## src/hw/rtl/blm_pkg.sv

```systemverilog
`timescale 1ns / 1ps
`default_nettype none
package blm_pkg;
    localparam int MAX_SPEED_POINTS = 32;
    localparam int MAX_LOAD_POINTS = 32;
    localparam int MAX_CELLS = 1024;
    localparam int SAW = $clog2(MAX_SPEED_POINTS);
    localparam int LAW = $clog2(MAX_LOAD_POINTS);
    localparam int CAW = $clog2(MAX_CELLS);
    localparam int CNTW = 6;
    localparam int IDXW = 10;
    localparam int VALW = 16;

    localparam logic [1:0] FUNC_WR_SPEED = 2'd0;
    localparam logic [1:0] FUNC_WR_LOAD = 2'd1;
    localparam logic [1:0] FUNC_WR_CELL = 2'd2;
    localparam logic [1:0] FUNC_LOOKUP = 2'd3;

    localparam logic REG_SPEED_POINTS = 1'b0;
    localparam logic REG_LOAD_POINTS = 1'b1;

    typedef struct packed {
        logic [1:0] func;
        logic [IDXW-1:0] write_index;
        logic [VALW-1:0] write_value;
        logic [VALW-1:0] query_speed;
        logic [VALW-1:0] query_load;
    } blm_in_t;

    typedef struct packed {
        logic [VALW-1:0] value;
    } blm_out_t;

    typedef struct packed {
        logic index;
        logic [CNTW-1:0] data;
    } blm_cfg_t;
endpackage
`default_nettype wire

```

## src/hw/rtl/blm_div.sv

```systemverilog
`timescale 1ns / 1ps
`default_nettype none
module blm_div (
    input  wire logic clk,
    input  wire logic rst_n,
    input  wire logic start,
    input  wire logic signed [33:0] num,
    input  wire logic signed [16:0] den,
    output logic busy,
    output logic signed [33:0] quo
);
    import blm_pkg::*;

    logic [5:0] cnt_reg;
    logic busy_reg;
    logic [33:0] q_reg;
    logic [33:0] r_reg;
    logic [16:0] d_reg;
    logic neg_reg;
    logic [33:0] r_sh;
    logic [34:0] diff;

    // restoring division on magnitudes, one quotient bit per cycle
    assign r_sh = {r_reg[32:0], q_reg[33]};
    assign diff = {1'b0, r_sh} - {18'd0, d_reg};

    always_ff @(posedge clk or negedge rst_n)
    begin
        if (!rst_n)
        begin
            busy_reg <= 1'b0;
            cnt_reg <= '0;
        end
        else if (start)
        begin
            busy_reg <= 1'b1;
            cnt_reg <= 6'd34;
        end
        else if (busy_reg)
        begin
            cnt_reg <= cnt_reg - 6'd1;
            if (cnt_reg == 6'd1)
                busy_reg <= 1'b0;
        end
    end

    always_ff @(posedge clk)
    begin
        if (start)
        begin
            q_reg <= num[33] ? 34'(-num) : num;
            d_reg <= den[16] ? 17'(-den) : den;
            r_reg <= '0;
            neg_reg <= num[33] ^ den[16];
        end
        else if (busy_reg)
        begin
            if (!diff[34])
            begin
                r_reg <= diff[33:0];
                q_reg <= {q_reg[32:0], 1'b1};
            end
            else
            begin
                r_reg <= r_sh;
                q_reg <= {q_reg[32:0], 1'b0};
            end
        end
    end

    assign busy = busy_reg;
    assign quo = neg_reg ? 34'(-q_reg) : q_reg;
endmodule
`default_nettype wire

```

## config.mk

```make
export PLATFORM = sky130hd
export DESIGN_NAME = blm_div
export DESIGN_NICKNAME = d
export VERILOG_FILES = /design/src/hw/rtl/blm_pkg.sv /design/src/hw/rtl/blm_div.sv
export SDC_FILE = /design/constraint.sdc
export NUM_CORES = 1
export LEC_CHECK = 0
export BUFFER_PORTS_ARGS = -buffer_cell sky130_fd_sc_hd__buf_2
export CAP_MARGIN = 10
export CORE_MARGIN = 5
export CORE_UTILIZATION = 30
export CTS_BUF_LIST = sky130_fd_sc_hd__clkbuf_4 sky130_fd_sc_hd__clkbuf_8 sky130_fd_sc_hd__clkbuf_16
export DETAILED_ROUTE_END_ITERATION = 6
export SETUP_SLACK_MARGIN = 0.5
export SLEW_MARGIN = 40
export SYNTH_ARGS = -nofsm -noshare
export SYNTH_HDL_FRONTEND = slang
export SYNTH_SLANG_ARGS = --single-unit
```

## constraint.sdc

```tcl
create_clock -name clk -period 8.78 [get_ports clk]
set_clock_uncertainty 0.15 [all_clocks]
set_input_delay 0.878 -clock clk [delete_from_list [all_inputs] [get_ports clk]]
set_output_delay 0.878 -clock clk [all_outputs]
set_load 0.03 [all_outputs]
```

# --- After elaboration in Yosys (flattened, before gate mapping) ---
# Cells that the tools add are included.
totals:
  n_memories: 0
  latch_bits: 0
  ramBits: 0
  output_inout_bits: 35
  inputBits: 54
  mem_bits_ro: 0
  elab_cells: 27
  reg_bits: 92
classes:
  n_div: 0
  n_lt_le_gt_ge: 0
  shifts: 0
  add_sub_neg: 5
  muxes: 12
  mul: 0
  n_eq_ne: 1
  n_bitwise: 1
  reduce_logical: 1
ops:
  columns: ["op", "count"]
  rows:
  - ["$mux W34", 4]
  - ["$neg A34 Y34", 2]
  - ["$sub A34 B17 Y35", 1]
  - ["$mux W33", 1]
  - ["$neg A17 Y17", 1]
  - ["$mux W16", 1]
  - ["$mux W6", 2]
  - ["$eq A6 B1 Y1 const B", 1]
  - ["$sub A6 B1 Y6 const B", 1]
  - ["$mux W1", 4]
  - ["$reduce_bool A2 Y1", 1]
  - ["$xor A1 B1 Y1", 1]

# --- Logic depth before layout (Yosys ltp) ---
# Gate-level depths: netlist of run 1.
depth:
  depth_word: 4
  mapped_depth: 14

# --- Worst setup path after synthesis of run 1 ---
# Ideal clock, no wire load.
synth_path:
  path_kind: "reg2out"
  start: "register q_reg[10]"
  end: "output quo[31]"
  stages_incl_launch_ff: 7
  setup_slack_ps: 4985
  arrival_time_ps: 2767
  required_time_ps: 7752
  cell_sequence: "edfxtp_1 -> or4_4 -> or4_4 -> or3_4 -> or3_4 -> o41ai_4 -> xnor2_1"
synth_between:
  elab_chain_len: 2
synth_rtl:
  columns: ["item", "line_no", "text"]
  rows:
  - ["from (decl)", "blm_div.sv:16", "logic [33:0] q_reg;"]
  - ["from (signal assigned)", "blm_div.sv:51", "q_reg <= num[33] ? 34'(-num) : num;"]
  - ["from (signal assigned)", "blm_div.sv:61", "q_reg <= {q_reg[32:0], 1'b1};"]
  - ["from (signal assigned)", "blm_div.sv:66", "q_reg <= {q_reg[32:0], 1'b0};"]
  - ["$neg A34 Y34", "blm_div.sv:72", "assign quo = neg_reg ? 34'(-q_reg) : q_reg;"]
  - ["$mux W34", "blm_div.sv:72", null]
  - ["to (decl)", "blm_div.sv:10", "output logic signed [33:0] quo"]
# Every way passes these cells.

# --- Worst setup path after layout of run 1 ---
layout_path:
  start: "register q_reg[3]"
  end: "output quo[30]"
# Same word-level chain as after synthesis.

==> results of run 1 <==
==> critical path: stages (launching register included) <==
cell,delay (ns)
edfxtp_1,0.44
nor3_1,0.39
nand4bb_1,0.20
or3_2,0.51
or2_2,0.36
o21ai_1,0.57
nand2_1,0.14
xor2_1,0.17
buf_2,0.22
==> per-layer routing <==
layer  up-vias  GRT usage [%]  share of wire [%]
met5         -              0                  0
met3        21           2.49                3.5
li1       2932              -                  -
met4         0           3.64                1.5
met1      2715           18.1                 49
met2       110           20.7                 46
==> cells by family (layout without fill, tap and decap cells) <==
kind of cell | Yosys count | count (layout) | synth area share, %
adders and majority gates | 23 | 23 | 4.41
buffers and inverters | 71 | 142 | 4.13
AOI/OAI and AO/OA | 186 | 186 | 19.2
DFF | 92 | 92 | 35.8
muxes | 17 | 17 | 2.80
xor gates and xnor gates | 101 | 101 | 13.2
and+or+nand+nor | 272 | 272 | 20.4
==> per-stage QoR <==
| step | std cells | total power, mW | setup slack (ns) | hold WS, ns |
|---|---|---|---|---|
| finish | 1113 | 2.12 | 4.40 | 0.192 |
| detailed placement | 1097 | 1.69 | 4.78 | 0.337 |
| floorplan | 762 | 1.45 | 4.99 | 0.313 |
| global placement | 1097 | 1.69 | 4.86 | 0.323 |
| global route | 1113 | 2.29 | 4.21 | 0.202 |
| CTS | 1113 | 2.13 | 4.39 | 0.190 |
==> cells in the mapped netlist (11+ instances only) <==
master and count:
nor2_1 84, xnor2_1 71, nand2_1 65, edfxtp_1 52
a21oi_1 46, inv_1 34, dfxtp_1 33, o21ai_0 33
xor2_1 30, clkbuf_1 29, ha_1 22, a211oi_1 17
nor3_1 17, o31ai_1 17, or3_1 17, a311oi_1 15
mux2_2 14, nand3_1 12, or4_1 12, o41ai_1 11
==> final cells by class <==
cell class / instances / area, um^2 / share of cell area (%)
Inverter: 34 / 128 / 1.66
Clock buffer: 10 / 233 / 3.02
Tap cell: 280 / 350 / 4.55
Timing Repair Buffer: 92 / 477 / 6.19
Multi-Input combinational cell: 599 / 4030 / 52.3
Clock inverter: 6 / 87.6 / 1.14
Sequential cell: 92 / 2400 / 31.1
==> worst paths after layout <==
| kind | from | endpoint | slack [ns] | cells past startpoint |
|---|---|---|---|---|
| max reg2reg | q_reg[33]$_DFFE_PP_ | r_reg[19]$_SDFFE_PP0P_ | 4.99 | 11 |
| min in group clk | r_reg[32]$_SDFFE_PP0P_ | r_reg[32]$_SDFFE_PP0P_ | 0.34 | 2 |
| max in group asynchronous | rst_n | busy$_DFF_PN0_ | 8.12 | 1 |
| max | q_reg[3]$_DFFE_PP_ | quo[30] | 4.40 | 8 |
| min reg2reg | r_reg[32]$_SDFFE_PP0P_ | r_reg[32]$_SDFFE_PP0P_ | 0.34 | 2 |
| min | rst_n | cnt_reg[3]$_DFFE_PN0P_ | 0.19 | 1 |
==> power by group <==
part / switching [mW] / internal [mW] / total [mW]
clock network: 0.177 / 0.253 / 0.430
registers: 0.106 / 0.567 / 0.673
logic: 0.602 / 0.417 / 1.02
total: 0.884 / 1.24 / 2.12
==> results_dict.tcl, run 1 <==
set metrics [dict create \
    grt_overflow 0 \
    required_ns 7.75 \
    ys_ff_latch 92 \
    fin_crit_sh_pct 49.8 \
    synth_ff_type "edfxtp_1" \
    clock_latency_ns 0.36 \
    setup_viol 0 \
    finalHoldViolCount 0 \
    syn_nets 839 \
    start_util_pct 30.6 \
    portBuffers 88 \
    leakagePower_nw 2.96 \
    nNetsFinal 905 \
    synthCells 762 \
    gp_congestion 0.825 \
    fp-row-count 54 \
    final_cell_mix "87 x buf_2, 84 x nor2_1, 71 x xnor2_1" \
    clk_pin_slew_ns 0.07 \
    peakVddDrop_mv 0.117 \
    coreArea_um2 21900 \
    max_freq_mhz 228 \
    post_cts_buffers 0 \
    tightestPinTransition_ns 0.755 \
    cts_buffer_depth 2 \
    syn_avg_cell_area_um2 8.79 \
    hold_path_class "input port to asynchronous set/reset pin" \
    post_cts_resized 0 \
    grt_pass1_wl_um 28300 \
    drive_gt1_share_pct 17.0 \
    p_per_area_nw_per_um2 275 \
    relSlewSlack_pct 49.6 \
    area_delta_synth_final_pct 15.1 \
    synthArstFlopShare_pct 7.61 \
    io_pins 89 \
    vias_per_cell 5.19 \
    clock-root-buffer "clkbuf_16" \
    tns_ns 0 \
    status "completed" \
    drt_iter0_drc 336 \
    utilization_pct 35.2 \
    crit_path_start_kind "register" \
    hpwl_um 12400 \
    rsz0062_at_grt "no" \
    route.vias.total 5778 \
    routedWlPerCell_um 15.0 \
    cts_buffers 9 \
    yosys-top-cells-area "edfxtp_1 23%, dfxtp_1 9.9%, xnor2_1 9.3%" \
    dieArea_um2 25400 \
    largest_register_ffs 34 \
    ys_warn_count 0 \
    worst_ep_arrival_time_ns 3.35 \
    diodes 0 \
    dr.pass1.iters 4 \
    antenna_found_initial 0 \
    n_fill_cell 2298 \
    globalRouteTotalUtil_pct 13.0 \
    routed_wl_um 16700 \
    dpl_cell_area_um2 7380 \
    mostFrequentLayoutCell "buf_2" \
    clock_sinks 92 \
    synth.distinct_cells 68 \
    ctsHoldBuffers 0 \
    grt_pass1_vias 5628 \
    drcViolationCount 0 \
    slew_violations 0 \
    crit_fanout 6 \
    worstSetupPathType "register to output port" \
    synthesis.area_um2 6700 \
    worstSetupEndpointType "output port" \
    die_w_um 159 \
    yosys.area.top_type "edfxtp_1" \
    route.antenna.remaining_nets 0 \
    yosysSeqAreaShare_pct 35.8 \
    die_h_um 159 \
    cts_tree "built" \
    htree_levels 3 \
    grt_max_degree 91 \
    design_area_um2 7710 \
    drv_cap 0 \
    finalCriticalPeriod_ns 4.38 \
    synth_top_area_share_pct 23.3 \
    synth_edf_count 52 \
]
Note: power is estimated with default switching activity, not from simulation.
==> inputs of run 2 (changes only) <==
--- a/config.mk
+++ b/config.mk
@@ -5,6 +5,7 @@
 export SDC_FILE = /design/constraint.sdc
 export NUM_CORES = 1
 export LEC_CHECK = 0
+export ABC_AREA = 1
 export BUFFER_PORTS_ARGS = -buffer_cell sky130_fd_sc_hd__buf_2
 export CAP_MARGIN = 10
 export CORE_MARGIN = 5
==> constraint.sdc (replaced) <==
create_clock -name clk -period 3.9 [get_ports clk]
set_clock_uncertainty 0.15 [all_clocks]
set_input_delay 0.39 -clock clk [delete_from_list [all_inputs] [get_ports clk]]
set_output_delay 0.39 -clock clk [all_outputs]
set_load 0.03 [all_outputs]
==> results_dict.tcl, run 2 <==
set metrics [dict create \
    status "completed" \
    gp_congestion 0.898 \
    synthArstFlopShare_pct 7.61 \
    routedWlPerCell_um 13.1 \
    peakVddDrop_mv 0.199 \
    htree_levels 3 \
    final_cell_mix "368 x nand2_1, 174 x inv_1, 109 x nor2_1" \
    finalCriticalPeriod_ns 3.20 \
    r2r_slack_ns 1.02 \
    cts_buffers 9 \
    drive_gt1_share_pct 9.79 \
    grt_pass1_vias 7026 \
    tightestPinTransition_ns 0.768 \
    setup_viol 0 \
    io_pins 89 \
    antenna_found_initial 0 \
    synthesis.area_um2 7560 \
    routed_wl_um 20800 \
    finalHoldViolCount 0 \
    start_util_pct 30.2 \
    route.vias.total 7465 \
    max_freq_mhz 313 \
    holdWs_ns 0.125 \
    yosysSeqAreaShare_pct 31.7 \
    multi_input_area_um2 4380 \
    mostFrequentLayoutCell "nand2_1" \
    diodes 0 \
    crit_fanout 6 \
    register_area_um2 2400 \
    die_w_um 169 \
    placed_cells 1569 \
    hold_path_class "input port to register" \
    holdPathStages 1 \
    r2r-start "q_reg[33]$_DFFE_PP_" \
    fin_crit_sh_pct 82.0 \
    ys_ff_latch 92 \
    coreArea_um2 25000 \
    grt_pass1_wl_um 34300 \
    ys_top_cells_by_count "368 x nand2_1, 174 x inv_1, 110 x nor2_1, 104 x nand3_1, 69 x o21ai_0" \
    synthCells 1173 \
    yosysMostFrequentCell "nand2_1" \
    die_h_um 169 \
    area_delta_synth_final_pct 14.4 \
    tns_ns 0 \
    crit_path_start_kind "register" \
    portBuffers 88 \
    required_ns 3.36 \
    crit_path_start "q_reg[1]$_DFFE_PP_" \
    hpwl_um 16600 \
    synth_ff_type "edfxtp_1" \
    min_from "den[0]" \
    cts_buffer_depth 2 \
    fin_total_pwr_mw 5.00 \
    yosys.area.top_type "edfxtp_1" \
    cts_tree "built" \
    worstSetupPathType "register to output port" \
    min_to "d_reg[0]$_DFFE_PP_" \
    grt_max_degree 51 \
    layout.cells.non_filler 1586 \
    clock_sinks 92 \
    nNetsFinal 1328 \
    grt_overflow 0 \
    synth_edf_count 52 \
    drv_cap 0 \
    clk_pin_slew_ns 0.07 \
    clock_latency_ns 0.36 \
    r2r_end "r_reg[0]$_SDFFE_PP0P_" \
    post_cts_buffers 0 \
    worstSetupEndpointType "output port" \
    synth.distinct_cells 39 \
    drcViolationCount 0 \
    drt_iter0_drc 506 \
    rsz0062_at_grt "no" \
    ys_warn_count 0 \
    slew_violations 0 \
    p_per_area_nw_per_um2 578 \
    n_fill_cell 2765 \
    globalRouteTotalUtil_pct 14.7 \
    fp-row-count 58 \
    r2r_cells 12 \
    syn_nets 1250 \
    vias_per_cell 4.71 \
    worst_ep_arrival_time_ns 2.66 \
    route.antenna.remaining_nets 0 \
    dieArea_um2 28500 \
    yosys-top-cells-area "edfxtp_1 21%, nand2_1 18%, dfxtp_1 8.7%" \
    dr.pass1.iters 7 \
    leakagePower_nw 4.28 \
    relSlewSlack_pct 48.8 \
    largest_register_ffs 34 \
    synth_top_area_share_pct 20.6 \
    clock-root-buffer "clkbuf_16" \
    syn_avg_cell_area_um2 6.45 \
]
## run 2: metal layers
metal / global-route usage, % / part of all wire (%) / wire [um]
met1: 19.7 / 47 / 9840
met5: 0 / 0 / 0
met3: 1.99 / 5.0 / 1040
met2: 24.6 / 46 / 9540
met4: 4.69 / 2.0 / 411
## run 2: per-stage QoR
stage          setup WS (ns)  instance area (um^2)  util, %
2_1_floorplan           1.36                  7560        -
4_1_cts                0.577                  8650     34.6
5_1_grt                0.510                  8650     34.6
3_3_place_gp            1.08                  8350     33.3
3_5_place_dp           0.972                  8350     33.3
6_report               0.702                  8650     34.6
## run 2: kinds of logic after synthesis
family,share of synthesized area [%]
and+or+nand+nor,36.8
buffers and inverters,10.4
AOI/OAI and AO/OA,8.55
xor gates and xnor gates,8.68
adders and majority gates,3.90
DFF,31.7
## run 2: critical path, cell delays in order (launching register included)
cell      delay (ns)
edfxtp_1        0.41
inv_1           0.13
ha_1            0.20
nand4_1         0.14
nor3_1          0.44
nand4_1         0.21
nand2_1         0.23
nand2_1         0.13
o21ai_0         0.16
nand2_1         0.07
buf_2           0.18
## run 2: layout make-up
class                   count  area share [%]
multi-input cells         878            50.7
flip-flops and latches     92            27.7
inverters                 175            7.59
repair buffers             95            5.87
well taps                 330            4.77
clock buffers              10            2.76
clock inverters             6           0.651
## run 2: worst max path at each step
stage                                  endpoint  slack (ns)  cells after the start
after floorplan                         quo[18]        1.36                      8
after global placement    r_reg[0]$_SDFFE_PP0P_        1.08                     12
after detailed placement                quo[18]        0.97                      9
after CTS                               quo[18]        0.58                      9
after global routing                    quo[26]        0.51                     10
final                                   quo[26]        0.70                     10
## run 2: report_power, final
part	internal, mW	switching (mW)
combinational	0.881	1.75
clock	0.463	0.424
sequential	1.27	0.205
total	2.62	2.38
## run 2: what timing repair did
action	4_1_cts	5_1_grt
hold buffers	1	0
gates resized for setup	0	1
hold endpoints to repair	7	0
setup endpoints to repair	0	2
==> inputs of run 3 (changes only) <==
--- a/config.mk
+++ b/config.mk
@@ -5,7 +5,7 @@
 export SDC_FILE = /design/constraint.sdc
 export NUM_CORES = 1
 export LEC_CHECK = 0
-export ABC_AREA = 1
+export ABC_AREA = 0
 export BUFFER_PORTS_ARGS = -buffer_cell sky130_fd_sc_hd__buf_2
 export CAP_MARGIN = 10
 export CORE_MARGIN = 5
==> constraint.sdc (replaced) <==
create_clock -name clk -period 2.9 [get_ports clk]
set_clock_uncertainty 0.15 [all_clocks]
set_input_delay 0.29 -clock clk [delete_from_list [all_inputs] [get_ports clk]]
set_output_delay 0.29 -clock clk [all_outputs]
set_load 0.03 [all_outputs]
==> results_dict.tcl, run 3 (synthesis results as in run 1) <==
set metrics [dict create \
    status "finished with violations" \
    violations "setup timing" \
    drcViolationCount 0 \
    gp_congestion 0.823 \
    grt_overflow 0 \
    drive_gt1_share_pct 42.6 \
    dieArea_um2 25400 \
    drt_iter0_drc 250 \
    fin_ws_ns -0.700 \
    antenna_found_initial 0 \
    dr.pass1.iters 5 \
    die_w_um 159 \
    leakagePower_nw 4.07 \
    die_h_um 159 \
    setup_viol 21 \
    crit_fanout 3 \
    peakVddDrop_mv 0.518 \
    cts_buffer_depth 2 \
    slew_violations 0 \
    cts_buffers 9 \
    clock_sinks 92 \
    routedWlPerCell_um 15.9 \
    utilization_pct 46.6 \
    start_util_pct 30.6 \
    critPathSlowestCell "or4_4" \
    hpwl_um 13600 \
    dpl_cell_area_um2 8340 \
    tightestPinTransition_ns 0.578 \
    largest_register_ffs 34 \
    htree_levels 3 \
    diodes 0 \
    grt_pass1_wl_um 31700 \
    fin_crit_sh_pct 124 \
    relSlewSlack_pct 61.5 \
    vias_per_cell 5.14 \
    clock-root-buffer "clkbuf_16" \
    required_ns 2.46 \
    tns_ns -7.70 \
    area_delta_synth_final_pct 52.2 \
    portBuffers 88 \
    fp-row-count 54 \
    worstSetupPathType "register to output port" \
    max_freq_mhz 278 \
    worst_ep_arrival_time_ns 3.16 \
    worstSetupEndpointType "output port" \
    routed_wl_um 19600 \
    clk_pin_slew_ns 0.07 \
    globalRouteTotalUtil_pct 14.7 \
    slowest_delay_ns 0.55 \
    finalHoldViolCount 0 \
    clock_latency_ns 0.36 \
    crit_path_cell_trace "or4_4 > or4_4 > or3_4 > or3_4 > o41ai_4 > xnor2_2 > buf_6" \
    drv_cap 0 \
    crit_path_start_kind "register" \
    coreArea_um2 21900 \
    route.antenna.remaining_nets 0 \
    route.vias.total 6369 \
    nNetsFinal 1030 \
    grt_max_degree 74 \
    hold_path_class "input port to register" \
    grt_pass1_vias 6281 \
    io_pins 89 \
    cts_tree "built" \
    p_per_area_nw_per_um2 840 \
    rsz0062_at_grt "yes" \
    final_cell_mix "100 x buf_4, 81 x nor2_1, 58 x buf_2" \
    finalCriticalPeriod_ns 3.60 \
    mostFrequentLayoutCell "buf_4" \
    design_area_um2 10200 \
]
## run 3: area by class of cell
class	instances	area, um^2
inverters	34	128
repair buffers	216	1780
flip-flops and latches	92	2400
multi-input cells	600	5250
clock buffers	9	225
clock inverters	7	66.3
well taps	280	350
fillers	2044	11700
## run 3: path summary, 6_finish.rpt
kind	depth (start not counted)	startpoint	to	slack, ns
setup / recovery	7	q_reg[10]$_DFFE_PP_	quo[31]	-0.70
hold / removal	1	den[0]	d_reg[0]$_DFFE_PP_	0.02
setup reg to reg	13	q_reg[33]$_DFFE_PP_	r_reg[19]$_SDFFE_PP0P_	0.17
hold reg to reg	2	r_reg[32]$_SDFFE_PP0P_	r_reg[32]$_SDFFE_PP0P_	0.34
max in group asynchronous	2	rst_n	busy$_DFF_PN0_	2.28
min in group asynchronous	2	rst_n	cnt_reg[2]$_DFFE_PN0P_	0.16
## run 3: layer usage
layer  part of all wire [%]  wire length (um)  vias to the layer above  track usage, %
met2                     50              9720                      108            24.8
met3                    2.5               492                       24            1.99
met1                     46              9090                     3059            19.8
li1                       -                 -                     3178               -
met4                    1.7               324                        0            3.76
met5                      0                 0                        -               0
## run 3: per-stage QoR
step | instances | hold slack [ns] | worst slack, ns | power, mW
global route | 1238 | 0.0230 | -0.769 | 9.10
detailed placement | 1171 | -0.0168 | -0.369 | 5.77
global placement | 1171 | -0.0170 | -0.368 | 5.74
floorplan | 762 | -0.156 | -0.228 | 4.78
finish | 1238 | 0.0161 | -0.700 | 8.56
CTS | 1223 | 0.00685 | -0.710 | 8.09
## run 3: what timing repair did
item                                   4_1_cts  5_1_grt
setup endpoints to repair                   70       70
hold buffers                                 1        0
gates resized for setup                    161       77
setup buffers                               33       15
pin swaps                                   47       40
gates cloned                                 2        0
endpoints found under the hold margin        7        0
## run 3: critical path: cells and delay by family, from the launching register on
kind	cells	cell delay, ns
buffers and inverters	1	0.15
DFF	1	0.39
xor gates and xnor gates	1	0.15
and+or+nand+nor	4	1.84
AOI/OAI and AO/OA	1	0.26
## run 3: power by group
group          internal, mW  leakage (nW)  switching, mW
registers              1.71         0.879          0.307
logic                  2.66          3.05           2.72
clock network         0.601         0.144          0.570
